File: src/cfdc_pkg.sv
// ----------------------------------------------------------------------------
// Chunk frustum distance culler: shared package
// Widths, register indexes and the item types carried between pipeline stages.
// ----------------------------------------------------------------------------
package cfdc_pkg;

   localparam int CHUNK_SIZE   = 16;
   localparam int CHUNK_SHIFT  = $clog2(CHUNK_SIZE);
   localparam int WORLD_LAYERS = 16;

   localparam int AXES    = 3;
   localparam int PLANES  = 5;
   localparam int CHUNK_W = 17;
   localparam int BOX_W   = 5;
   localparam int SLOT_W  = 32;
   localparam int CAM_W   = 21;
   localparam int FRAC_W  = 8;
   localparam int VD_W    = 11;
   localparam int COEF_W  = 16;
   localparam int PLANE_W = 64;
   localparam int CAMB_W  = AXES * CAM_W;
   localparam int CAMF_W  = AXES * FRAC_W;

   localparam int CSR_W     = 64;
   localparam int CSR_IDX_W = 3;

   localparam int OFS_W   = CAM_W + 2;
   localparam int REL_W   = OFS_W + FRAC_W + 1;
   localparam int GRID_W  = CHUNK_W + 1;
   localparam int RAD_W   = VD_W - CHUNK_SHIFT + 2;
   localparam int DIST_W  = REL_W - 2;
   localparam int SQ_W    = 2 * DIST_W;
   localparam int LIM_W   = 2 * (VD_W + FRAC_W);
   localparam int PROD_W  = COEF_W + REL_W;
   localparam int PSUM_W  = PROD_W + 2;
   localparam int D_SHIFT = 18;

   localparam int REQ_DATA_W = 120;
   localparam int RSP_DATA_W = 40;

   localparam logic [CSR_IDX_W-1:0] CSR_PLANE_LEFT      = 3'd0;
   localparam logic [CSR_IDX_W-1:0] CSR_PLANE_RIGHT     = 3'd1;
   localparam logic [CSR_IDX_W-1:0] CSR_PLANE_BOTTOM    = 3'd2;
   localparam logic [CSR_IDX_W-1:0] CSR_PLANE_TOP       = 3'd3;
   localparam logic [CSR_IDX_W-1:0] CSR_PLANE_NEAR      = 3'd4;
   localparam logic [CSR_IDX_W-1:0] CSR_CAMERA_BLOCK    = 3'd5;
   localparam logic [CSR_IDX_W-1:0] CSR_CAMERA_FRACTION = 3'd6;
   localparam logic [CSR_IDX_W-1:0] CSR_VIEW_DISTANCE   = 3'd7;

   localparam logic [VD_W-1:0] VIEW_DISTANCE_RST = 11'd256;

   typedef struct packed {
      logic [PLANES-1:0][PLANE_W-1:0] planes;
      logic [CAMB_W-1:0]              camera_block;
      logic [CAMF_W-1:0]              camera_fraction;
      logic [VD_W-1:0]                view_distance;
   } cfg_type;

   typedef struct packed {
      logic [SLOT_W-1:0]            draw_slot;
      logic                         drawable;
      logic [AXES-1:0][BOX_W-1:0]   box_max;
      logic [AXES-1:0][BOX_W-1:0]   box_min;
      logic [AXES-1:0][CHUNK_W-1:0] chunk;
   } req_item_type;

   typedef struct packed {
      logic [SLOT_W-1:0]            draw_slot;
      logic                         drawable;
      logic                         in_grid;
      logic [AXES-1:0][BOX_W-1:0] box_max;
      logic [AXES-1:0][BOX_W-1:0] box_min;
      logic [AXES-1:0][REL_W-1:0] rel;
   } front_type;

   typedef struct packed {
      logic [SLOT_W-1:0]                      draw_slot;
      logic                                   drawable;
      logic                                   in_grid;
      logic [1:0][DIST_W-1:0]                 hdist;
      logic [PLANES-1:0][AXES-1:0][REL_W-1:0] corner;
   } corner_type;

   typedef struct packed {
      logic [SLOT_W-1:0]                       draw_slot;
      logic                                    drawable;
      logic                                    in_grid;
      logic [LIM_W-1:0]                        lim_sq;
      logic [1:0][SQ_W-1:0]                    dist_sq;
      logic [PLANES-1:0][AXES-1:0][PROD_W-1:0] prod;
   } mult_type;

   typedef struct packed {
      logic [SLOT_W-1:0] slot_out;
      logic              in_range;
      logic              draw;
   } rsp_item_type;

endpackage

File: src/cfdc_corner.sv
// ----------------------------------------------------------------------------
// Chunk frustum distance culler: corner stage
// Horizontal distance to the chunk column and the positive-vertex corner of
// the content box for each frustum plane.
// ----------------------------------------------------------------------------
module cfdc_corner (
   input  logic                 clock,
   input  logic                 reset,
   input  cfdc_pkg::cfg_type     cfg,
   input  logic                 in_valid,
   output logic                 in_ready,
   input  cfdc_pkg::front_type   in_item,
   output logic                 out_valid,
   input  logic                 out_ready,
   output cfdc_pkg::corner_type  out_item
);
   import cfdc_pkg::*;

   localparam logic signed [REL_W-1:0] SPAN = REL_W'(CHUNK_SIZE << FRAC_W);

   logic                            valid_ff;
   corner_type                      item_ff;
   corner_type                      item_in;
   logic signed [REL_W-1:0]         rel [AXES];
   logic signed [REL_W-1:0]         lo [AXES];
   logic signed [REL_W-1:0]         hi [AXES];
   logic signed [REL_W-1:0]         far [2];
   logic [DIST_W-1:0]               hdist [2];
   logic [PLANES-1:0][AXES-1:0]     coef_pos;

   for (genvar k = 0; k < AXES; k++) begin : g_axis
      assign rel[k] = $signed(in_item.rel[k]);
      assign lo[k]  = rel[k] + (REL_W'(in_item.box_min[k]) << FRAC_W);
      assign hi[k]  = rel[k] + (REL_W'(in_item.box_max[k]) << FRAC_W);
   end

   for (genvar j = 0; j < 2; j++) begin : g_dist
      assign far[j]   = -rel[2*j] - SPAN;
      assign hdist[j] = !rel[2*j][REL_W-1] ? DIST_W'(rel[2*j])
                      : (far[j] > 0) ? DIST_W'(far[j]) : '0;
   end

   for (genvar p = 0; p < PLANES; p++) begin : g_plane
      for (genvar k = 0; k < AXES; k++) begin : g_coef
         assign coef_pos[p][k] = !cfg.planes[p][k*COEF_W + COEF_W - 1]
                              && (cfg.planes[p][k*COEF_W +: COEF_W] != '0);
      end
   end

   always_comb begin
      item_in.draw_slot = in_item.draw_slot;
      item_in.drawable  = in_item.drawable;
      item_in.in_grid   = in_item.in_grid;
      for (int j = 0; j < 2; j++) begin
         item_in.hdist[j] = hdist[j];
      end
      for (int p = 0; p < PLANES; p++) begin
         for (int k = 0; k < AXES; k++) begin
            item_in.corner[p][k] = coef_pos[p][k] ? hi[k] : lo[k];
         end
      end
   end

   assign in_ready = !valid_ff || out_ready;

   always_ff @(posedge clock) begin
      if (reset) begin
         valid_ff <= 1'b0;
      end else if (in_ready) begin
         valid_ff <= in_valid;
      end
   end

   always_ff @(posedge clock) begin
      if (in_ready && in_valid) begin
         item_ff <= item_in;
      end
   end

   assign out_valid = valid_ff;
   assign out_item  = item_ff;

endmodule

File: config.mk
export PLATFORM = sky130hd
export DESIGN_NAME = cfdc_corner
export DESIGN_NICKNAME = d
export VERILOG_FILES = /design/src/cfdc_pkg.sv /design/src/cfdc_corner.sv
export SDC_FILE = /design/constraint.sdc
export NUM_CORES = 1
export LEC_CHECK = 0
export ABC_AREA = 1
export BUFFER_PORTS_ARGS = -buffer_cell sky130_fd_sc_hd__buf_2
export CAP_MARGIN = 10
export CORE_AREA = 2 2 453 455
export DETAILED_ROUTE_END_ITERATION = 10
export DIE_AREA = 0 0 455 457
export PLACE_DENSITY = 0.3
export SYNTH_ARGS = -nofsm -noshare
export SYNTH_HDL_FRONTEND = slang
export SYNTH_SLANG_ARGS = --single-unit
File: constraint.sdc
create_clock -name clock -period 67.5 [get_ports clock]
set_input_delay 6.75 -clock clock [delete_from_list [all_inputs] [get_ports clock]]
set_output_delay 6.75 -clock clock [all_outputs]
set_load 0.05 [all_outputs]
==> metrics.md <==
| Metric | Value |
|---|---|
| Average vias per placed instance | `3.54` |
| Horizontal die dimension | `~460 um` |
| Number of vias in the routed layout | `approximately 22,000` |
| Proportion of total power due to net switching | `36.0%` |
| Synth warnings | `0` |
| Final Setup Violations | `0` |
| Crit end category | `output pin` |
| Leading post-synthesis cells by cell area | `edfxtp_1 (56%), nand2_1 (11%), o21ai_0 (7.0%)` |
| DRC violation total after the first TritonRoute iteration | `roughly 1,500` |
| Total I/O pin count | `1,158` |
| Flop pwr share | `a little under two fifths` |
| Share of post-route cells with drive strength above 1 | `around 34%` |
| Worst EP required | `approximately 61,000 ps` |
| CTS Buf Count | `slightly above 70` |
| Post-CTS clock slew at the launch and capture registers of the worst setup and hold paths | `approximately 50 ps` |
| Pwr Density | `roughly 28 nW/um2` |
| Multi-input combinational cell area | `between 9000 and 10,000 um2` |
| Beginning of the worst register-to-register path | `out_valid` |
| Fillcell total | `22,813` |
| Max-cap check violation count | `0` |
| Maximum fanout along the worst path | `2` |
| Result of the run | `complete, no violations` |
| Gate count of the mapped netlist | `around 2,600` |
| Placeable core area | `approximately 200,000 um2` |
| Summed instance area of the synthesized netlist | `about 25,000 um2` |
| GPL Wtd Cong | `roughly 0.84` |
| Core occupancy in the finished layout | `between 10% and 20%` |
| Switching power | `roughly 350 uW` |
| Part of the power in the clock network | `about two fifths` |
| Register area | `between 10,000 and 15,000 um2` |
| Clock Root Buffer | `clkbuf_16` |
| Synthesized area per cell | `between 9 and 10 um2` |
| Fin. Hold Viols | `0` |
| Port-buffer cells | `just under 1,000` |
| Final cycle utilization of the critical path | `20.9%` |
| CTS HTree Levels | `3` |
| CTS Buffer Depth | `3` |
| Setup slack at placement | `approximately 53,000 ps` |
| Die boundary height | `about 460 um` |
| Combinational power share | `between 20% and 30%` |
| Final wirelength | `131,000 um` |
| Kind of start point of the critical path | `input pin` |
| Start point of the critical path | `out_ready` |
| Total global routing overflow | `0` |
| Count of hold buffers inserted by post-cts repair | `0` |
| Number of cell rows | `between 150 and 200` |
| Final worst setup slack | `between 50,000 and 60,000 ps` |
| Int Power | `approximately 620 uW` |
| Post-synthesis cell type count | `44` |
| DRC errors left | `0` |
| Layout overhead on the synthesized area | `37.9%` |
| Category of the most critical setup path | `input pin to output pin` |
| Global-route usage over all layers | `between 10% and 20%` |
| Highest attainable clock frequency | `a little over 70 MHz` |
| Clk_lat worst skew | `680 ps` |
| Class of the worst hold path | `flip-flop to flip-flop` |
| Register area share after synthesis | `56.5%` |
| Starting density of the core | `12.5%` |
| Register-to-register path setup slack | `about 64,000 ps` |
| Total Nets Final | `just over 4,000` |
| Number of gates given a new drive strength after cts | `0` |
| Max-slew violations | `0` |
| Synthesized flop and latch total | `479` |
| Hold path startpoint | `out_valid` |
| Wire length of the first global-routing pass | `~170,000 um` |
| Actual transition at the worst max-transition pin | `approximately 1100 ps` |
| Relative slew margins | `about a quarter` |
| First-pass iteration count of the detailed router | `7` |
| VDD IR-drop max | `around 0.018 mV` |
| Sum Neg Setup Slack | `0 ps` |
| Data arrival time of the critical path | `7330 ps` |
| WL/cell | `roughly 21 um` |
| Number of setup buffers added after CTS | `0` |
| Share of the synthesized area in the top cell type | `a little under three fifths` |
| Post-route minimum period | `around 14,000 ps` |
| TritonCTS Sinks | `479` |
| Antenna violations before repair | `29` |
| Total half-perimeter wirelength after legalization and detailed placement | `104,000 um` |
| CTS tree | `built` |
| Vias in the first global route | `~21,000` |
| Post-Synthesis Net Count | `between 3,000 and 4,000` |
| Worst clock skew on the final layout | `roughly 19 ps` |
| Number of nets with antenna violations after detailed routing | `0` |
| Unrepaired setup endpoints after global routing | `no` |
| Largest net degree at the start of global routing | `71` |
| Leakage Power | `14.5 nW` |
| Cell type with the highest aggregate area in the netlist | `edfxtp_1` |
| Floorplan die area | `between 200,000 and 250,000 um2` |
[Yosys cell counts, drive strengths merged]
cell type,instances
nor3,28
xor2,124
o21bai,1
buf,113
nand3b,4
xnor2,22
ha,32
a211oi,1
clkinv,6
edfxtp,478
o21ai,406
o22ai,5
nand4,34
nand3,105
nand2,764
inv,198
nor2,135
nor4,50
a21oi,37
and2,2
fa,6
clkbuf,69
dfxtp,1
[power groups by stage]
| stage | clock network, mW | logic [mW] | registers (mW) |
|---|---|---|---|
| after global placement | 0 | 0.234 | 0.373 |
| after detailed placement | 0 | 0.233 | 0.373 |
| after floorplan | 0 | 0.0707 | 0.469 |
| final | 0.369 | 0.229 | 0.367 |
| after CTS | 0.387 | 0.234 | 0.367 |
| after global routing | 0.396 | 0.245 | 0.369 |
[sequential cells by signal, indices dropped and copies added (netlist names)]
| register | cells |
|---|---|
| out_valid | 1 |
| out_item | 478 |
[placed cells by master, fill, tap and decap left out, types with 19 or more instances in the layout]
master,instances
xnor2_1,22
nor3_1,23
inv_1,193
o21ai_2,25
o21ai_1,25
nor4_1,49
edfxtp_1,478
clkbuf_16,71
xor2_1,124
nand2_2,23
ha_1,32
diode_2,21
o21ai_0,356
buf_4,27
nand4_1,34
buf_2,979
nand2_1,739
nor2_1,107
a21oi_1,19
nand3_1,88
[critical path, cell delays in order]
cell     delay [ps]
buf_2            80
inv_1            60
nand2_1          80
buf_2           340
[final timing paths]
kind | endpoint | cells after the start
setup / recovery | in_ready | 4
hold / removal | out_valid | 2
setup reg to reg | out_item[186] | 5
hold reg to reg | out_valid | 2
[metrics by stage]
stage	hold WS [ps]	area (um2)	instances	total power, mW
3_3_place_gp	533	32800	6133	0.607
3_5_place_dp	542	32800	6133	0.606
5_1_grt	575	35000	6269	1.01
4_1_cts	551	35000	6255	0.988
2_1_floorplan	1070	25400	2621	0.540
6_report	540	35100	6276	0.965
[routing by layer]
metal	track usage, %	vias to the layer above	wire (um)
li1	-	10681	-
met1	15.8	10453	57700
met2	19.0	954	59100
met3	3.72	141	11000
met4	3.30	2	3380
met5	0	-	13
[logic make-up after synthesis]
| logic type | after synthesis | share of synthesized area, % |
|---|---|---|
| adders and majority gates | 38 | 2.05 |
| DFF | 479 | 56.5 |
| and+or+nand+nor | 1122 | 19.5 |
| AOI/OAI and AO/OA | 450 | 9.52 |
| buffers and inverters | 386 | 7.40 |
| xor gates and xnor gates | 146 | 5.03 |
[final cells by class]
class,count,area share [%]
antenna,21,0.150
clock buffer,86,5.23
clock inverter,36,1.05
inverter,204,2.20
multi-input combinational,1756,26.2
sequential,479,41.0
tap,2688,9.59
timing repair buffer,1006,14.6
No activity file was read; power rests on OpenSTA's default activity.
