### src/cfdc_pkg.sv
// ----------------------------------------------------------------------------
// Chunk frustum distance culler: shared package
// Widths, register indexes and the item types carried between pipeline stages.
// ----------------------------------------------------------------------------
package cfdc_pkg;

   localparam int CHUNK_SIZE   = 16;
   localparam int CHUNK_SHIFT  = $clog2(CHUNK_SIZE);
   localparam int WORLD_LAYERS = 16;

   localparam int AXES    = 3;
   localparam int PLANES  = 5;
   localparam int CHUNK_W = 17;
   localparam int BOX_W   = 5;
   localparam int SLOT_W  = 32;
   localparam int CAM_W   = 21;
   localparam int FRAC_W  = 8;
   localparam int VD_W    = 11;
   localparam int COEF_W  = 16;
   localparam int PLANE_W = 64;
   localparam int CAMB_W  = AXES * CAM_W;
   localparam int CAMF_W  = AXES * FRAC_W;

   localparam int CSR_W     = 64;
   localparam int CSR_IDX_W = 3;

   localparam int OFS_W   = CAM_W + 2;
   localparam int REL_W   = OFS_W + FRAC_W + 1;
   localparam int GRID_W  = CHUNK_W + 1;
   localparam int RAD_W   = VD_W - CHUNK_SHIFT + 2;
   localparam int DIST_W  = REL_W - 2;
   localparam int SQ_W    = 2 * DIST_W;
   localparam int LIM_W   = 2 * (VD_W + FRAC_W);
   localparam int PROD_W  = COEF_W + REL_W;
   localparam int PSUM_W  = PROD_W + 2;
   localparam int D_SHIFT = 18;

   localparam int REQ_DATA_W = 120;
   localparam int RSP_DATA_W = 40;

   localparam logic [CSR_IDX_W-1:0] CSR_PLANE_LEFT      = 3'd0;
   localparam logic [CSR_IDX_W-1:0] CSR_PLANE_RIGHT     = 3'd1;
   localparam logic [CSR_IDX_W-1:0] CSR_PLANE_BOTTOM    = 3'd2;
   localparam logic [CSR_IDX_W-1:0] CSR_PLANE_TOP       = 3'd3;
   localparam logic [CSR_IDX_W-1:0] CSR_PLANE_NEAR      = 3'd4;
   localparam logic [CSR_IDX_W-1:0] CSR_CAMERA_BLOCK    = 3'd5;
   localparam logic [CSR_IDX_W-1:0] CSR_CAMERA_FRACTION = 3'd6;
   localparam logic [CSR_IDX_W-1:0] CSR_VIEW_DISTANCE   = 3'd7;

   localparam logic [VD_W-1:0] VIEW_DISTANCE_RST = 11'd256;

   typedef struct packed {
      logic [PLANES-1:0][PLANE_W-1:0] planes;
      logic [CAMB_W-1:0]              camera_block;
      logic [CAMF_W-1:0]              camera_fraction;
      logic [VD_W-1:0]                view_distance;
   } cfg_type;

   typedef struct packed {
      logic [SLOT_W-1:0]            draw_slot;
      logic                         drawable;
      logic [AXES-1:0][BOX_W-1:0]   box_max;
      logic [AXES-1:0][BOX_W-1:0]   box_min;
      logic [AXES-1:0][CHUNK_W-1:0] chunk;
   } req_item_type;

   typedef struct packed {
      logic [SLOT_W-1:0]            draw_slot;
      logic                         drawable;
      logic                         in_grid;
      logic [AXES-1:0][BOX_W-1:0] box_max;
      logic [AXES-1:0][BOX_W-1:0] box_min;
      logic [AXES-1:0][REL_W-1:0] rel;
   } front_type;

   typedef struct packed {
      logic [SLOT_W-1:0]                      draw_slot;
      logic                                   drawable;
      logic                                   in_grid;
      logic [1:0][DIST_W-1:0]                 hdist;
      logic [PLANES-1:0][AXES-1:0][REL_W-1:0] corner;
   } corner_type;

   typedef struct packed {
      logic [SLOT_W-1:0]                       draw_slot;
      logic                                    drawable;
      logic                                    in_grid;
      logic [LIM_W-1:0]                        lim_sq;
      logic [1:0][SQ_W-1:0]                    dist_sq;
      logic [PLANES-1:0][AXES-1:0][PROD_W-1:0] prod;
   } mult_type;

   typedef struct packed {
      logic [SLOT_W-1:0] slot_out;
      logic              in_range;
      logic              draw;
   } rsp_item_type;

endpackage

### src/cfdc_reduce.sv
// ----------------------------------------------------------------------------
// Chunk frustum distance culler: decision stage
// Distance compare, plane sums with the offset term, and the registered
// result item.
// ----------------------------------------------------------------------------
module cfdc_reduce (
   input  logic                   clock,
   input  logic                   reset,
   input  cfdc_pkg::cfg_type       cfg,
   input  logic                   in_valid,
   output logic                   in_ready,
   input  cfdc_pkg::mult_type      in_item,
   output logic                   out_valid,
   input  logic                   out_ready,
   output cfdc_pkg::rsp_item_type  out_item
);
   import cfdc_pkg::*;

   logic                     valid_ff;
   rsp_item_type             item_ff;
   rsp_item_type             item_in;
   logic [SQ_W:0]            dist_sum;
   logic                     in_range;
   logic signed [PSUM_W-1:0] psum [PLANES];
   logic [PLANES-1:0]        pass;

   assign dist_sum = {1'b0, in_item.dist_sq[0]} + {1'b0, in_item.dist_sq[1]};
   assign in_range = in_item.in_grid && (dist_sum <= (SQ_W+1)'(in_item.lim_sq));

   for (genvar p = 0; p < PLANES; p++) begin : g_plane
      logic signed [COEF_W-1:0] offset;
      assign offset  = $signed(cfg.planes[p][PLANE_W-1 -: COEF_W]);
      assign psum[p] = $signed(in_item.prod[p][0]) + $signed(in_item.prod[p][1])
                     + $signed(in_item.prod[p][2]) + (PSUM_W'(offset) <<< D_SHIFT);
      assign pass[p] = !psum[p][PSUM_W-1];
   end

   always_comb begin
      item_in.slot_out = in_item.draw_slot;
      item_in.in_range = in_range;
      item_in.draw     = in_range && in_item.drawable && (&pass);
   end

   assign in_ready = !valid_ff || out_ready;

   always_ff @(posedge clock) begin
      if (reset) begin
         valid_ff <= 1'b0;
      end else if (in_ready) begin
         valid_ff <= in_valid;
      end
   end

   always_ff @(posedge clock) begin
      if (in_ready && in_valid) begin
         item_ff <= item_in;
      end
   end

   assign out_valid = valid_ff;
   assign out_item  = item_ff;

endmodule

### config.mk
export PLATFORM = sky130hd
export DESIGN_NAME = cfdc_reduce
export DESIGN_NICKNAME = d
export VERILOG_FILES = /design/src/cfdc_pkg.sv /design/src/cfdc_reduce.sv
export SDC_FILE = /design/constraint.sdc
export NUM_CORES = 1
export LEC_CHECK = 0
export ABC_CLOCK_PERIOD_IN_PS = 5800
export BUFFER_PORTS_ARGS = -buffer_cell sky130_fd_sc_hd__buf_2
export CAP_MARGIN = 20
export CELL_PAD_IN_SITES_DETAIL_PLACEMENT = 1
export CELL_PAD_IN_SITES_GLOBAL_PLACEMENT = 1
export CORE_AREA = 2 2 534 536
export CTS_BUF_LIST = sky130_fd_sc_hd__clkbuf_16
export DETAILED_ROUTE_END_ITERATION = 10
export DIE_AREA = 0 0 536 538
export PLACE_DENSITY = 0.3
export SYNTH_ARGS = -nofsm -noshare
export SYNTH_HDL_FRONTEND = slang
export SYNTH_SLANG_ARGS = --single-unit
### constraint.sdc
create_clock -name clock -period 5.8 [get_ports clock]
set_input_delay 0.87 -clock clock [delete_from_list [all_inputs] [get_ports clock]]
set_output_delay 0.87 -clock clock [all_outputs]
set_load 0.02 [all_outputs]
==> impl_metrics.toml, run 1 <==
[routing]
vias = 20000
first_iter_violations = 592
drc = 0
dr.pass1.iters = 4
antenna_left = 0
post_drt_wl_per_cell_um = 20.6
vias_per_cell = 2.93
drt_wl_total_um = 141000

[critical_path]
crit_type = "in2reg"
cp.required_ps = 5900
critPathMaxFanout = 3
worstPathArrival_ps = 5680
critical_path.max_stage_delay_ps = 580
critPathMostFrequentCell = "a21o_1"
endpoint_kind = "register"
startpoint_type = "primary input"
slowest_stage = "or4_4"

[floorplanning]
chipHeight_um = 538
ios = 1370
row_count = 196
die-area_mm2 = 0.288
die_w_um = 536
initial_utilization_pct = 7.03
fp.coreArea_mm2 = 0.283

[clock_network]
clk_path_buf_depth = 2
cts_tree = "built"
clk_pin_slew_ps = 60
cts_sinks = 35
h-tree-depth = 2
clk-insertion-delay-late_ps = 280
clockRootBuffer = "clkbuf_16"
cts_hold_buffers = 0
cts_buffers = 5

[power_and_ir_drop]
irDropWorstVdd_mv = 0.148
p_leak_nw = 13.7
powerDensity_mw_per_mm2 = 147
finalPower_mw = 4.62

[grt]
overflow = 0
top_usage_layer = "met2"
grt_max_degree = 19
use_met3_pct = 3.54
grt_pass1_wl_um = 189000
grt_usage_pct = 9.44
grt_util_met1_pct = 12.7
antenna_found_initial = 110
grt_pass1_vias = 22800
gr-usage-met2_pct = 14.6

[timing]
tightest_slew_ps = 832
fin_crit_ps = 5580
fin_skew_ps = 4.93
hold_violations = 0
slew_headroom_pct = 44.5
slew_viol_final = 0
setup_tns_ps = 0
setup_viol = 0
fmax_mhz = 179
post-route-period-util_pct = 96.2
fin_ws_ps = 222

[placed_design]
place_hpwl_um = 137000
place_ws_ps = -584
dpl_cell_area_mm2 = 0.0308
port-buffer-count = 1031
routabilityCongestion = 0.895

[finish]
drive_gt1_share_pct = 42.1
nNetsFinal = 5188
final_util_pct = 11.1
finish.instance_area_mm2 = 0.0315
syn_to_final_growth_pct = 58.0

[synthesis]
synth_edf_count = 34
yosysTopAreaCell = "fa_1"
yosys_register_bits = 35
synthArstFlopShare_pct = 0
yosysUniqueCellTypes = 72
yosysWarnings = 0
synth_area_leaders = "fa_1, ha_1, edfxtp_1, a21oi_1, o21ai_0"
synth_commonest_cells = "ha_1, fa_1, a21oi_1, nand2_1, o21ai_0"
ys.flop_type = "edfxtp_1"
syn_inst = 1867
synth_most_common_cell = "ha_1"
synth_nets = 4005
ys_seq_area_share_pct = 5.23
yosysTopAreaCellShare_pct = 39.3
syn_area_mm2 = 0.0199
syn_avg_cell_area_um2 = 10.7

[min_path]
hp-class = "reg2reg"

[run_status]
outcome = "completed"

[flow_run]
max_cap_viol_count = 0
## critical path: cells and delay by family
family,cells,cell delay (ps)
compound gates,11,1670
simple gates,4,1490
buf+inv,6,750
fa+ha+maj,3,730
xor+xnor,1,180
## logic make-up (layout without fill, tap and decap cells)
kind of cell,count (synthesis),in the layout,share of synthesized area (%)
adder cells (fa/ha/maj),804,804,65.2
AO/OA/AOI/OAI,462,462,14.4
AND/OR/NAND/NOR,396,396,10.0
buffers and inverters,108,1292,2.32
XOR/XNOR,55,55,2.42
flip-flops,35,35,5.23
multiplexers,7,7,0.364
other,0,22,0
## placed cells by master (no fill, tap or decap), drive strengths merged, types with 36 or more instances in the layout
cell      n
buf    1202
nand4    79
o21ai   107
nor2     81
ha      413
a21o     54
nand2   113
inv      81
xnor2    36
fa      391
a21oi   166
## sequential cells by signal, indices dropped and copies added (netlist names)
register   count
out_item      34
out_valid      1
## metal layers
metal / part of all wire [%] / wire length (µm) / vias to the layer above
li1: - / - / 9275
met1: 46 / 64500 / 9575
met3: 9.4 / 13300 / 179
met2: 43 / 60600 / 859
met5: 0.47 / 661 / -
met4: 1.4 / 2040 / 110
## final cells by class
| cell class | count | area [µm²] |
|---|---|---|
| fill | 33600 | 252000 |
| multi-input combinational | 1724 | 18800 |
| timing repair buffer | 1204 | 6480 |
| tap | 3762 | 4710 |
| sequential | 35 | 1040 |
| inverter | 80 | 300 |
| clock buffer | 5 | 125 |
| antenna | 22 | 55.1 |
| clock inverter | 3 | 16.3 |
## where the power goes
part           total (mW)  switching (mW)  internal (mW)
Combinational        4.06            2.27           1.78
Sequential          0.298         0.00343          0.295
Clock               0.263           0.106          0.157
Total                4.62            2.38           2.24
## stage by stage
stage          instances  hold slack (ps)
6_report            6835              534
5_1_grt             6823              557
4_1_cts             6810              529
3_5_place_dp        6794              518
3_3_place_gp        6794              512
2_1_floorplan       1867              729
## worst paths after layout
check | from | endpoint | slack [ps] | cells after the start
worst max-delay path | in_item[780] | out_item[1] | 220 | 25
worst min-delay path | out_valid | out_valid | 530 | 2
worst max register to register | out_valid | out_item[21] | 3980 | 3
worst min register to register | out_valid | out_valid | 530 | 2
## what timing repair did
| item | 4_1_cts | 5_1_grt |
|---|---|---|
| gates resized for setup | 11 | 63 |
| pin swaps | 6 | 35 |
| endpoints found under the setup margin | 2 | 2 |
| setup buffers | 8 | 5 |
Power figures use the tool's default switching activity.
==> run 2, diff against run 1 <==
--- a/config.mk
+++ b/config.mk
@@ -15,6 +15,7 @@
 export DETAILED_ROUTE_END_ITERATION = 10
 export DIE_AREA = 0 0 536 538
 export PLACE_DENSITY = 0.3
+export RECOVER_POWER = 50
 export SYNTH_ARGS = -nofsm -noshare
 export SYNTH_HDL_FRONTEND = slang
 export SYNTH_SLANG_ARGS = --single-unit
==> run 2 against run 1 <==
Global-route usage unchanged. Flip-flop and latch count unchanged. Sequential power about the same. Register-to-register slack about the same. Critical path type unchanged. Largest cell class unchanged.
==> impl_metrics.toml, run 2 (synthesis results as in run 1) <==
[run_status]
outcome = "completed"

[routing]
first_iter_violations = 591
post_drt_wl_per_cell_um = 20.6
dr.pass1.iters = 4
drc = 0
vias_per_cell = 2.93
antenna_left = 0
vias = 20000
drt_wl_total_um = 141000

[timing]
fin_crit_ps = 5580
hold_violations = 0
setup_tns_ps = 0
setup_viol = 0
slew_headroom_pct = 44.9
post-route-period-util_pct = 96.2
slew_viol_final = 0
fmax_mhz = 179
tightest_slew_ps = 826
fin_skew_ps = 5.36

[power_and_ir_drop]
finalPower_mw = 4.62
irDropWorstVdd_mv = 0.148
powerDensity_mw_per_mm2 = 147
p_leak_nw = 13.7

[grt]
grt_util_met1_pct = 12.7
grt_pass1_wl_um = 189000
grt_max_degree = 19
grt_pass1_vias = 22800
grt_usage_pct = 9.44
overflow = 0
use_met3_pct = 3.54
gr-usage-met2_pct = 14.6
top_usage_layer = "met2"
antenna_found_initial = 110

[finish]
final_common_cell = "buf_2"
final_cells = 6835
largest_reg_flops = 34
final_cell_mix = "buf_2, ha_1, fa_1"
syn_to_final_growth_pct = 57.9
drive_gt1_share_pct = 41.4
nNetsFinal = 5188

[min_path]
hp-class = "reg2reg"
hold_start = "out_valid"

[clock_network]
cts_sinks = 35
clockRootBuffer = "clkbuf_16"
h-tree-depth = 2
clk_pin_slew_ps = 60
cts_tree = "built"
clk-insertion-delay-late_ps = 280
clk_path_buf_depth = 2
cts_buffers = 5

[flow_run]
max_cap_viol_count = 0

[placed_design]
dp_cells = 6794
routabilityCongestion = 0.895
place_hpwl_um = 137000
port-buffer-count = 1031

[critical_path]
crit_type = "in2reg"
critical_path.max_stage_delay_ps = 580
cp.required_ps = 5900
critPathMostFrequentCell = "a21o_1"
slowest_stage = "or4_4"
ff2ff_setup_slack_ps = 3980
cp-startpoint = "in_item[780]"
worstPathArrival_ps = 5680
endpoint_kind = "register"
rr_startpoint = "out_valid"
startpoint_type = "primary input"
critPathMaxFanout = 3

[floorplanning]
fp.coreArea_mm2 = 0.283
ios = 1370
chipHeight_um = 538
die-area_mm2 = 0.288
die_w_um = 536
row_count = 196
initial_utilization_pct = 7.03
run 2: worst max-delay path, delay by kind of cell:
family	cells	cell delay (ps)
buffers and inverters	6	750
AOI/OAI and AO/OA	11	1670
and+or+nand+nor	4	1490
adders and majority gates	3	730
xor gates and xnor gates	1	180
run 2: final cells by class:
cell class | count | area (µm²)
diodes | 22 | 55.1
clock buffers | 5 | 125
clock inverters | 3 | 16.3
fillers | 33600 | 252000
inverters | 80 | 300
multi-input cells | 1724 | 18800
flip-flops and latches | 35 | 1040
well taps | 3762 | 4710
repair buffers | 1204 | 6450
run 2: metal layers:
layer | part of all wire [%] | vias up
met5 | 0.47 | -
met4 | 1.4 | 110
met3 | 9.4 | 179
met2 | 43 | 859
met1 | 46 | 9574
li1 | - | 9275
run 2: final timing paths:
| path | endpoint | cells after the start |
|---|---|---|
| setup / recovery | out_item[1] | 25 |
| hold / removal | out_valid | 2 |
| setup reg to reg | out_item[21] | 3 |
| hold reg to reg | out_valid | 2 |
run 2: timing repair:
| action | in CTS | in global routing |
|---|---|---|
| pin swaps | 6 | 35 |
| gates resized for setup | 11 | 63 |
| setup endpoints to repair | 2 | 2 |
| hold buffers | 0 | 0 |
| hold endpoints to repair | 0 | 0 |
| buffers inserted | 8 | 5 |
run 2: report_power, final:
part	switching, mW	internal, mW
clock	0.106	0.157
sequential	0.00362	0.295
combinational	2.27	1.78
run 2: per-stage QoR:
stage | hold slack [ps] | cell area [µm²] | worst slack, ps | utilization [%]
2_1_floorplan | 729 | 19900 | 600 | -
3_3_place_gp | 512 | 30800 | -583 | 10.9
3_5_place_dp | 518 | 30800 | -584 | 10.9
4_1_cts | 529 | 31100 | 8.83 | 11.0
5_1_grt | 560 | 31400 | -19.3 | 11.1
6_report | 535 | 31500 | 222 | 11.1
