**config.mk**
```make
export PLATFORM = sky130hd
export DESIGN_NAME = cfdc_front
export DESIGN_NICKNAME = d
export VERILOG_FILES = /design/src/cfdc_pkg.sv /design/src/cfdc_front.sv
export SDC_FILE = /design/constraint.sdc
export NUM_CORES = 1
export LEC_CHECK = 0
export ABC_AREA = 0
export BUFFER_PORTS_ARGS = -buffer_cell sky130_fd_sc_hd__buf_2
export CAP_MARGIN = 20
export CORE_AREA = 2 2 275 277
export CTS_BUF_LIST = sky130_fd_sc_hd__clkbuf_8 sky130_fd_sc_hd__clkbuf_16
export DETAILED_ROUTE_END_ITERATION = 16
export DIE_AREA = 0 0 277 279
export SLEW_MARGIN = 20
export SYNTH_ARGS = -nofsm -noshare
export SYNTH_HDL_FRONTEND = slang
export SYNTH_SLANG_ARGS = --single-unit
export TNS_END_PERCENT = 10
```
**constraint.sdc**
```tcl
create_clock -name clock -period 5.5 [get_ports clock]
set_clock_uncertainty 0.1 [all_clocks]
set_input_delay 0.275 -clock clock [delete_from_list [all_inputs] [get_ports clock]]
set_output_delay 0.275 -clock clock [all_outputs]
set_load 0.03 [all_outputs]
```
**src/cfdc_pkg.sv**
```systemverilog
// ----------------------------------------------------------------------------
// Chunk frustum distance culler: shared package
// Widths, register indexes and the item types carried between pipeline stages.
// ----------------------------------------------------------------------------
package cfdc_pkg;

   localparam int CHUNK_SIZE   = 16;
   localparam int CHUNK_SHIFT  = $clog2(CHUNK_SIZE);
   localparam int WORLD_LAYERS = 16;

   localparam int AXES    = 3;
   localparam int PLANES  = 5;
   localparam int CHUNK_W = 17;
   localparam int BOX_W   = 5;
   localparam int SLOT_W  = 32;
   localparam int CAM_W   = 21;
   localparam int FRAC_W  = 8;
   localparam int VD_W    = 11;
   localparam int COEF_W  = 16;
   localparam int PLANE_W = 64;
   localparam int CAMB_W  = AXES * CAM_W;
   localparam int CAMF_W  = AXES * FRAC_W;

   localparam int CSR_W     = 64;
   localparam int CSR_IDX_W = 3;

   localparam int OFS_W   = CAM_W + 2;
   localparam int REL_W   = OFS_W + FRAC_W + 1;
   localparam int GRID_W  = CHUNK_W + 1;
   localparam int RAD_W   = VD_W - CHUNK_SHIFT + 2;
   localparam int DIST_W  = REL_W - 2;
   localparam int SQ_W    = 2 * DIST_W;
   localparam int LIM_W   = 2 * (VD_W + FRAC_W);
   localparam int PROD_W  = COEF_W + REL_W;
   localparam int PSUM_W  = PROD_W + 2;
   localparam int D_SHIFT = 18;

   localparam int REQ_DATA_W = 120;
   localparam int RSP_DATA_W = 40;

   localparam logic [CSR_IDX_W-1:0] CSR_PLANE_LEFT      = 3'd0;
   localparam logic [CSR_IDX_W-1:0] CSR_PLANE_RIGHT     = 3'd1;
   localparam logic [CSR_IDX_W-1:0] CSR_PLANE_BOTTOM    = 3'd2;
   localparam logic [CSR_IDX_W-1:0] CSR_PLANE_TOP       = 3'd3;
   localparam logic [CSR_IDX_W-1:0] CSR_PLANE_NEAR      = 3'd4;
   localparam logic [CSR_IDX_W-1:0] CSR_CAMERA_BLOCK    = 3'd5;
   localparam logic [CSR_IDX_W-1:0] CSR_CAMERA_FRACTION = 3'd6;
   localparam logic [CSR_IDX_W-1:0] CSR_VIEW_DISTANCE   = 3'd7;

   localparam logic [VD_W-1:0] VIEW_DISTANCE_RST = 11'd256;

   typedef struct packed {
      logic [PLANES-1:0][PLANE_W-1:0] planes;
      logic [CAMB_W-1:0]              camera_block;
      logic [CAMF_W-1:0]              camera_fraction;
      logic [VD_W-1:0]                view_distance;
   } cfg_type;

   typedef struct packed {
      logic [SLOT_W-1:0]            draw_slot;
      logic                         drawable;
      logic [AXES-1:0][BOX_W-1:0]   box_max;
      logic [AXES-1:0][BOX_W-1:0]   box_min;
      logic [AXES-1:0][CHUNK_W-1:0] chunk;
   } req_item_type;

   typedef struct packed {
      logic [SLOT_W-1:0]            draw_slot;
      logic                         drawable;
      logic                         in_grid;
      logic [AXES-1:0][BOX_W-1:0] box_max;
      logic [AXES-1:0][BOX_W-1:0] box_min;
      logic [AXES-1:0][REL_W-1:0] rel;
   } front_type;

   typedef struct packed {
      logic [SLOT_W-1:0]                      draw_slot;
      logic                                   drawable;
      logic                                   in_grid;
      logic [1:0][DIST_W-1:0]                 hdist;
      logic [PLANES-1:0][AXES-1:0][REL_W-1:0] corner;
   } corner_type;

   typedef struct packed {
      logic [SLOT_W-1:0]                       draw_slot;
      logic                                    drawable;
      logic                                    in_grid;
      logic [LIM_W-1:0]                        lim_sq;
      logic [1:0][SQ_W-1:0]                    dist_sq;
      logic [PLANES-1:0][AXES-1:0][PROD_W-1:0] prod;
   } mult_type;

   typedef struct packed {
      logic [SLOT_W-1:0] slot_out;
      logic              in_range;
      logic              draw;
   } rsp_item_type;

endpackage

```
**src/cfdc_front.sv**
```systemverilog
// ----------------------------------------------------------------------------
// Chunk frustum distance culler: front stage
// Chunk origin relative to the camera in 1/256 block, and the grid and layer
// test against the camera chunk.
// ----------------------------------------------------------------------------
module cfdc_front (
   input  logic                  clock,
   input  logic                  reset,
   input  cfdc_pkg::cfg_type      cfg,
   input  logic                  in_valid,
   output logic                  in_ready,
   input  cfdc_pkg::req_item_type in_item,
   output logic                  out_valid,
   input  logic                  out_ready,
   output cfdc_pkg::front_type    out_item
);
   import cfdc_pkg::*;

   logic                     valid_ff;
   front_type                item_ff;
   front_type                item_in;
   logic signed [CAM_W-1:0]  cam [AXES];
   logic signed [OFS_W-1:0]  ofs [AXES];
   logic signed [REL_W-1:0]  rel [AXES];
   logic signed [GRID_W-1:0] grid_ofs [2];
   logic [1:0]               in_axis;
   logic [VD_W:0]            vd_round;
   logic [RAD_W-1:0]         radius;
   logic signed [GRID_W-1:0] rad_s;
   logic                     in_layer;

   for (genvar k = 0; k < AXES; k++) begin : g_axis
      assign cam[k] = $signed(cfg.camera_block[k*CAM_W +: CAM_W]);
      assign ofs[k] = (OFS_W'($signed(in_item.chunk[k])) <<< CHUNK_SHIFT) - OFS_W'(cam[k]);
      assign rel[k] = (REL_W'(ofs[k]) <<< FRAC_W)
                    - REL_W'({1'b0, cfg.camera_fraction[k*FRAC_W +: FRAC_W]});
   end

   assign vd_round = {1'b0, cfg.view_distance} + (VD_W+1)'(CHUNK_SIZE - 1);
   assign radius   = RAD_W'(vd_round >> CHUNK_SHIFT) + RAD_W'(1);
   assign rad_s    = $signed(GRID_W'(radius));

   for (genvar j = 0; j < 2; j++) begin : g_grid
      assign grid_ofs[j] = GRID_W'($signed(in_item.chunk[2*j]))
                         - GRID_W'(cam[2*j] >>> CHUNK_SHIFT);
      assign in_axis[j]  = (grid_ofs[j] <= rad_s) && (grid_ofs[j] >= -rad_s);
   end

   assign in_layer = !in_item.chunk[1][CHUNK_W-1]
                  && (in_item.chunk[1] < CHUNK_W'(WORLD_LAYERS));

   always_comb begin
      item_in.draw_slot = in_item.draw_slot;
      item_in.drawable  = in_item.drawable;
      item_in.in_grid   = &in_axis && in_layer;
      item_in.box_max   = in_item.box_max;
      item_in.box_min   = in_item.box_min;
      for (int k = 0; k < AXES; k++) begin
         item_in.rel[k] = rel[k];
      end
   end

   assign in_ready = !valid_ff || out_ready;

   always_ff @(posedge clock) begin
      if (reset) begin
         valid_ff <= 1'b0;
      end else if (in_ready) begin
         valid_ff <= in_valid;
      end
   end

   always_ff @(posedge clock) begin
      if (in_ready && in_valid) begin
         item_ff <= item_in;
      end
   end

   assign out_valid = valid_ff;
   assign out_item  = item_ff;

endmodule

```
==> results.py, run 1 <==
metrics = {
    "die": {
        "design.die.area_sq_um": 77280,
        "floorplan.die.height_um": 279,
        "overall_die_width_um": 277,
        "ioPinCount": 698,
        "std_cell_rows": 100,
        "effective_utilization_at_floorplan": 0.1642,
        "core_sq_um": 74070,
    },
    "placed_design": {
        "detailed_place.area_sq_um": 15220,
        "routabilityCongestion": 0.8715,
        "hpwlAfterDp_mm": 36.20,
        "portbufs": 377,
    },
    "routing": {
        "wire_per_inst_um": 16.61,
        "avgViaCountPerCell": 4.087,
        "ant_nets": 0,
        "drc_errors": 0,
        "drt_first_iter_violations": 704,
        "postRouteWirelength_mm": 44.63,
        "detailroute.via_count": 10980,
        "number_of_iterations_in_the_first_detailed_routing_pass": 5,
    },
    "cells_and_area": {
        "regArea_sq_um": 4735,
        "nNetsFinal": 2340,
        "area_growth_pct": 36.79,
        "multiInputGateArea_sq_um": 6900,
        "layout.filler_cells": 8094,
        "post-route-cell-area_sq_um": 16640,
        "final_layout_size_suffix_gt1_frac": 0.2704,
    },
    "sta": {
        "grt_setup_unrepaired": "false",
        "final_period_utilization": 0.7985,
        "actual_transition_at_the_worst_max_transition_pin_ns": 0.9390,
        "tns_ns": 0,
        "final_max_slew_viol_count": 0,
        "fmaxAchievable_ghz": 0.2277,
        "finalSetupViolCount": 0,
        "period_needed_ns": 4.392,
        "hold_viol_final": 0,
        "maxSlewHeadroom": 0.3682,
    },
    "logic_synthesis": {
        "synth_async_sr_flop_share": 0,
        "synthFlopType": "sky130_fd_sc_hd__edfxtp_1",
        "synth.lib_cells_used.distinct": 90,
        "yosysWarnings": 0,
        "number_of_cells_produced_by_synthesis": 1248,
        "biggest_area_contributors_in_the_synthesized_netlist": "sky130_fd_sc_hd__edfxtp_1 39%, sky130_fd_sc_hd__ha_1 11%, sky130_fd_sc_hd__xnor2_1 7.5%",
        "seq_area_frac_synth": 0.3893,
        "syn_avg_cell_area_sq_um": 9.746,
        "yosys_register_bits": 158,
        "syn-cell-area_sq_um": 12160,
        "synth.largest_area_cell": "sky130_fd_sc_hd__edfxtp_1",
        "count_of_flip_flops_with_a_built_in_enable_after_synthesis": 157,
        "synth_largest_type_area_fraction": 0.3876,
    },
    "critical_path": {
        "end_kind": "flip-flop",
        "path_cells": "buf_2, or4_1, xnor2_1, inv_1, ha_1, o21ai_0, o21ai_0, nor3b_1, nor2_1, buf_4, ha_1, nor3_1, nor2_1, nor2_1, a211oi_1, a211oi_1, o211ai_1, nor4b_1, nor4b_1, o21ai_0, a2111oi_2",
        "critPathArrivalTime_ns": 4.57,
        "timing.critical_path.slowest_stage_cell": "sky130_fd_sc_hd__or4_1",
        "critical_path_buf_inv_count": 3,
        "largest_delay_contributor_family_on_the_critical_path": "simple AND/OR/NAND/NOR gates",
        "path_class": "in -> reg",
        "cp_max_fo": 6,
        "timing.critical_path.slowest_cell_delay_ns": 0.61,
        "cp.required_ns": 5.68,
        "setup.worst_path.start_class": "input port",
    },
    "power_and_ir_drop": {
        "netSwitchingFraction": 0.3758,
        "power_leakage_nw": 6.917,
        "combinationalPowerShare": 0.353,
        "flop_pwr_share": 0.345,
        "power_density_nw_per_um2": 259.8,
        "p_int_w": 0.002698,
        "ir_worst_vdd_mv": 0.1352,
        "switchingPower_w": 0.001624,
        "p_clk_frac": 0.302,
    },
    "clock_network": {
        "tritoncts_num_sinks": 158,
        "clock_path_buffers": 2,
        "clock-root-buffer": "sky130_fd_sc_hd__clkbuf_16",
        "worst_setup_hold_path_clk_slew_ns": 0.08,
        "clkLatencyLatePin_ns": 0.47,
        "tritoncts.num_buffers": 17,
        "cts_tree": "yes",
        "htree_num_levels": 4,
        "post_cts_resize_count": 0,
    },
    "global_route": {
        "vias_in_the_first_global_route": 10700,
        "antenna_violations_before_repair": 28,
        "grt_pass1_wl_mm": 65.62,
        "grt_remaining_overflow": 0,
        "grt_max_degree": 158,
        "groute.usage.overall": 0.1140,
    },
    "run": {
        "drv.max_cap_violation_count": 0,
    },
    "hold_path": {
        "worst_hold_path_type": "in -> reg",
    },
    "status": {
        "outcome": "completed",
    },
}
state kept, by name (all words and copies together), names as in the netlist:
register   cells
out_item     157
out_valid      1
power by group through the flow:
| stage | Sequential (W) | Clock [W] | Combinational, W |
|---|---|---|---|
| 2_1_floorplan | 0.00174 | 0 | 0.000818 |
| 3_3_place_gp | 0.00152 | 0 | 0.00148 |
| 3_5_place_dp | 0.00152 | 0 | 0.00148 |
| 4_1_cts | 0.00149 | 0.00138 | 0.00154 |
| 5_1_grt | 0.00150 | 0.00140 | 0.00168 |
| 6_report | 0.00149 | 0.00131 | 0.00152 |
metal layers:
| layer | vias to the layer above | share of wire | GRT usage |
|---|---|---|---|
| li1 | 5467 | - | - |
| met1 | 5005 | 0.46 | 0.1493 |
| met2 | 424 | 0.41 | 0.1671 |
| met3 | 52 | 0.11 | 0.05364 |
| met4 | 34 | 0.012 | 0.02954 |
| met5 | - | 0.0046 | 0 |
layout make-up:
cell class                      instances  share of cell area
Inverter                              101             0.02279
Antenna cell                            6           0.0009025
Tap cell                              969             0.07287
Clock buffer                           17             0.02557
Clock inverter                         15             0.01143
Sequential cell                       158              0.2846
Timing Repair Buffer                  468              0.1671
Multi-Input combinational cell        953              0.4148
metrics by stage:
stage,utilization,cells,setup WS [ns],hold WS (ns),total power [W]
CTS,0.2244,2681,1.171,0.009294,0.004408
detailed placement,0.2054,2570,0.6402,0.3305,0.003004
floorplan,-,1250,0.4867,0.2441,0.002559
global placement,0.2054,2570,0.6903,0.3344,0.002994
global route,0.2244,2682,0.3975,0.03591,0.004588
finish,0.2246,2687,1.108,0.05220,0.004322
worst paths after layout:
path | startpoint | to | slack [ns] | cells after the start
setup / recovery | cfg[2] | out_item[126] | 1.11 | 21
hold / removal | cfg[13] | out_item[2] | 0.05 | 2
setup reg to reg | out_valid | out_item[149] | 3.67 | 3
hold reg to reg | out_valid | out_valid | 0.98 | 3
kinds of logic (layout without fill, tap and decap cells):
group / after synthesis / count (layout) / share of synthesized area
adder cells (fa/ha/maj): 108 / 108 / 0.1117
multiplexers: 10 / 10 / 0.008847
flip-flops: 158 / 158 / 0.3893
buffers and inverters: 139 / 601 / 0.04423
other: 1 / 9 / 0.0003083
XOR/XNOR: 171 / 171 / 0.1238
AND/OR/NAND/NOR: 358 / 358 / 0.1553
AO/OA/AOI/OAI: 303 / 303 / 0.1666
cell usage after synthesis (16+ instances only):
cell                       instances
sky130_fd_sc_hd__nor3_1           43
sky130_fd_sc_hd__a21oi_1          83
sky130_fd_sc_hd__nand3_1          24
sky130_fd_sc_hd__a21o_1           28
sky130_fd_sc_hd__edfxtp_1        157
sky130_fd_sc_hd__nor2_1           65
sky130_fd_sc_hd__a31oi_1          16
sky130_fd_sc_hd__o21ai_0          65
sky130_fd_sc_hd__nand2b_1         19
sky130_fd_sc_hd__clkbuf_1         30
sky130_fd_sc_hd__ha_1            103
sky130_fd_sc_hd__nor4_1           17
sky130_fd_sc_hd__nand2_1          87
sky130_fd_sc_hd__xor2_1           66
sky130_fd_sc_hd__inv_1           101
sky130_fd_sc_hd__xnor2_1         104
sky130_fd_sc_hd__o21a_1           19
placed cells by master, fill, tap and decap left out, types with 28 or more instances in the layout:
cell type,instances
sky130_fd_sc_hd__buf_2,377
sky130_fd_sc_hd__edfxtp_1,157
sky130_fd_sc_hd__xnor2_1,104
sky130_fd_sc_hd__ha_1,103
sky130_fd_sc_hd__inv_1,101
sky130_fd_sc_hd__nand2_1,87
sky130_fd_sc_hd__a21oi_1,83
sky130_fd_sc_hd__dlygate4sd3_1,79
sky130_fd_sc_hd__xor2_1,66
sky130_fd_sc_hd__o21ai_0,65
sky130_fd_sc_hd__nor2_1,65
sky130_fd_sc_hd__nor3_1,43
sky130_fd_sc_hd__a21o_1,28
timing repair:
action | 4_1_cts | 5_1_grt
endpoints found under the hold margin | 78 | 0
setup endpoints to repair | 0 | 0
buffers inserted | 0 | 0
hold buffers | 79 | 0
Power figures use the tool's default switching activity.
==> run 2, diff against run 1 <==
==> constraint.sdc (replaced) <==
create_clock -name clock -period 4.42 [get_ports clock]
set_clock_uncertainty 0.1 [all_clocks]
set_input_delay 0.221 -clock clock [delete_from_list [all_inputs] [get_ports clock]]
set_output_delay 0.221 -clock clock [all_outputs]
set_load 0.03 [all_outputs]
==> run 2 against run 1 <==
  * Hold slack worse by 0.0095 ns
  * Combinational power up 28%
  * Clock power up 16%
  * Register-to-register slack worse by 0.99 ns
==> results.py, run 2 (synthesis results as in run 1) <==
metrics = {
    "critical_path": {
        "cp_max_fo": 5,
        "ff2ff_path_depth": 3,
        "cp.required_ns": 4.60,
        "startpoint": "cfg[2]",
        "end_kind": "flip-flop",
        "r2r-end": "out_item[135]",
        "path_class": "in -> reg",
        "critical_path.endpoint": "out_item[126]",
        "rr_startpoint": "out_valid",
        "timing.reg2reg.setup_slack_ns": 2.68,
        "critPathArrivalTime_ns": 4.19,
        "setup.worst_path.start_class": "input port",
    },
    "clock_network": {
        "tritoncts.num_buffers": 17,
        "htree_num_levels": 4,
        "cts_setup_buffers": 0,
        "clkLatencyLatePin_ns": 0.46,
        "clock-root-buffer": "sky130_fd_sc_hd__clkbuf_16",
        "tritoncts_num_sinks": 158,
        "worst_setup_hold_path_clk_slew_ns": 0.07,
        "cts_tree": "yes",
        "clock_path_buffers": 2,
    },
    "routing": {
        "ant_nets": 0,
        "wl_met2_mm": 17.83,
        "drt_first_iter_violations": 561,
        "avgViaCountPerCell": 4.097,
        "number_of_iterations_in_the_first_detailed_routing_pass": 5,
        "detailroute.wirelength.met3_mm": 4.805,
        "met1_length_mm": 20.94,
        "drc_errors": 0,
        "dr.max_layer_used": "met5",
        "detailroute.via_count": 11190,
        "postRouteWirelength_mm": 44.36,
        "wire_per_inst_um": 16.24,
    },
    "global_route": {
        "grt_max_degree": 97,
        "grt_remaining_overflow": 0,
        "groute.usage.overall": 0.1132,
        "vias_in_the_first_global_route": 10850,
        "antenna_violations_before_repair": 32,
        "grt_pass1_wl_mm": 65.55,
    },
    "power_and_ir_drop": {
        "power_leakage_nw": 7.100,
        "p_int_w": 0.003322,
        "netSwitchingFraction": 0.3761,
        "p_clk_frac": 0.286,
        "switchingPower_w": 0.002003,
        "power_w": 0.005324,
        "ir_worst_vdd_mv": 0.1717,
        "combinationalPowerShare": 0.365,
        "flop_pwr_share": 0.349,
        "power_density_nw_per_um2": 313.9,
    },
    "cells_and_area": {
        "area_growth_pct": 39.47,
        "post-route-cell-area_sq_um": 16960,
        "nNetsFinal": 2384,
        "regArea_sq_um": 4735,
        "final_layout_size_suffix_gt1_frac": 0.2842,
        "layout.filler_cells": 8075,
        "layout_common_cells": "377 x sky130_fd_sc_hd__buf_2, 157 x sky130_fd_sc_hd__edfxtp_1, 104 x sky130_fd_sc_hd__xnor2_1",
        "layout.cells.most_common": "sky130_fd_sc_hd__buf_2",
        "largest_register_ffs": 157,
        "multiInputGateArea_sq_um": 6912,
    },
    "die": {
        "floorplan.die.height_um": 279,
        "overall_die_width_um": 277,
        "effective_utilization_at_floorplan": 0.1642,
        "core_sq_um": 74070,
        "design.die.area_sq_um": 77280,
        "ioPinCount": 698,
        "std_cell_rows": 100,
    },
    "placed_design": {
        "portbufs": 377,
        "routabilityCongestion": 0.8673,
        "hpwlAfterDp_mm": 36.33,
        "detailed_place.area_sq_um": 15480,
    },
    "sta": {
        "final_period_utilization": 0.9072,
        "grt_setup_unrepaired": "false",
        "period_needed_ns": 4.010,
        "maxSlewHeadroom": 0.4528,
        "finalSetupViolCount": 0,
        "final_max_slew_viol_count": 0,
        "fmaxAchievable_ghz": 0.2494,
        "actual_transition_at_the_worst_max_transition_pin_ns": 0.8209,
        "hold_viol_final": 0,
    },
    "hold_path": {
        "worst_hold_path_type": "in -> reg",
    },
    "status": {
        "outcome": "completed",
    },
    "run": {
        "drv.max_cap_violation_count": 0,
    },
}
[run 2: cell count changes in the layout (fill, tap and decap cells not counted), moves of 2 or more]
cell	change
sky130_fd_sc_hd__dlygate4sd3_1	+9
sky130_fd_sc_hd__clkinvlp_4	+3
sky130_fd_sc_hd__clkinv_4	-2
sky130_fd_sc_hd__buf_4	+35
[run 2: critical path, stage by stage]
cell	delay [ns]
sky130_fd_sc_hd__buf_2	0.10
sky130_fd_sc_hd__or4_1	0.59
sky130_fd_sc_hd__xnor2_1	0.24
sky130_fd_sc_hd__inv_1	0.09
sky130_fd_sc_hd__ha_1	0.25
sky130_fd_sc_hd__or2_2	0.28
sky130_fd_sc_hd__a21oi_1	0.19
sky130_fd_sc_hd__nand3_1	0.17
sky130_fd_sc_hd__nor4b_4	0.33
sky130_fd_sc_hd__nand2_1	0.11
sky130_fd_sc_hd__inv_1	0.09
sky130_fd_sc_hd__ha_1	0.15
sky130_fd_sc_hd__nor2b_1	0.11
sky130_fd_sc_hd__nor3_1	0.16
sky130_fd_sc_hd__nand4_1	0.11
sky130_fd_sc_hd__buf_4	0.18
sky130_fd_sc_hd__a2111oi_0	0.38
sky130_fd_sc_hd__o21ai_0	0.18
sky130_fd_sc_hd__a2111oi_2	0.23
[run 2: worst min-delay path by stage]
| stage | to | start | slack (ns) | depth (start not counted) |
|---|---|---|---|---|
| floorplan | out_valid | reset | 0.19 | 1 |
| global placement | out_valid | reset | 0.28 | 2 |
| detailed placement | out_valid | reset | 0.29 | 2 |
| CTS | out_item[11] | cfg[38] | 0.003 | 2 |
| global route | out_item[11] | cfg[38] | 0.03 | 2 |
| finish | out_item[11] | cfg[38] | 0.04 | 2 |
[run 2: area by class of cell]
type                    instances  share of cell area
clock inverters                15            0.008851
well taps                     969             0.07147
flip-flops and latches        158              0.2791
repair buffers                512              0.1847
multi-input cells             953              0.4074
inverters                     101             0.02235
clock buffers                  17             0.02508
diodes                          7            0.001033
[run 2: stage by stage]
step | setup WS (ns) | util | hold slack, ns | TNS, ns | std cells
after floorplan | -0.1669 | - | 0.1901 | -0.1669 | 1250
after global placement | -0.2028 | 0.2090 | 0.2791 | -0.2028 | 2605
after detailed placement | -0.1983 | 0.2090 | 0.2852 | -0.1983 | 2605
after CTS | 0.3244 | 0.2286 | 0.002946 | 0 | 2725
after global routing | 0.07047 | 0.2288 | 0.03374 | 0 | 2725
final | 0.4104 | 0.2290 | 0.04267 | 0 | 2732
[run 2: power by group through the flow]
| stage | sequential, W | clock (W) | combinational, W |
|---|---|---|---|
| 3_3_place_gp | 0.00189 | 0 | 0.00187 |
| 3_5_place_dp | 0.00189 | 0 | 0.00188 |
| 5_1_grt | 0.00187 | 0.00165 | 0.00214 |
| 6_report | 0.00186 | 0.00152 | 0.00194 |
| 2_1_floorplan | 0.00216 | 0 | 0.00102 |
| 4_1_cts | 0.00186 | 0.00160 | 0.00195 |
[run 2: layer usage]
metal / track usage / up-vias
li1: - / 5553
met1: 0.1528 / 5114
met2: 0.1593 / 441
met3: 0.05414 / 57
met4: 0.03038 / 28
met5: 0 / -
[run 2: repair_timing]
action	4_1_cts	5_1_grt
hold buffers	88	0
endpoints found under the hold margin	85	0
gates resized for setup	0	3
endpoints found under the setup margin	0	1
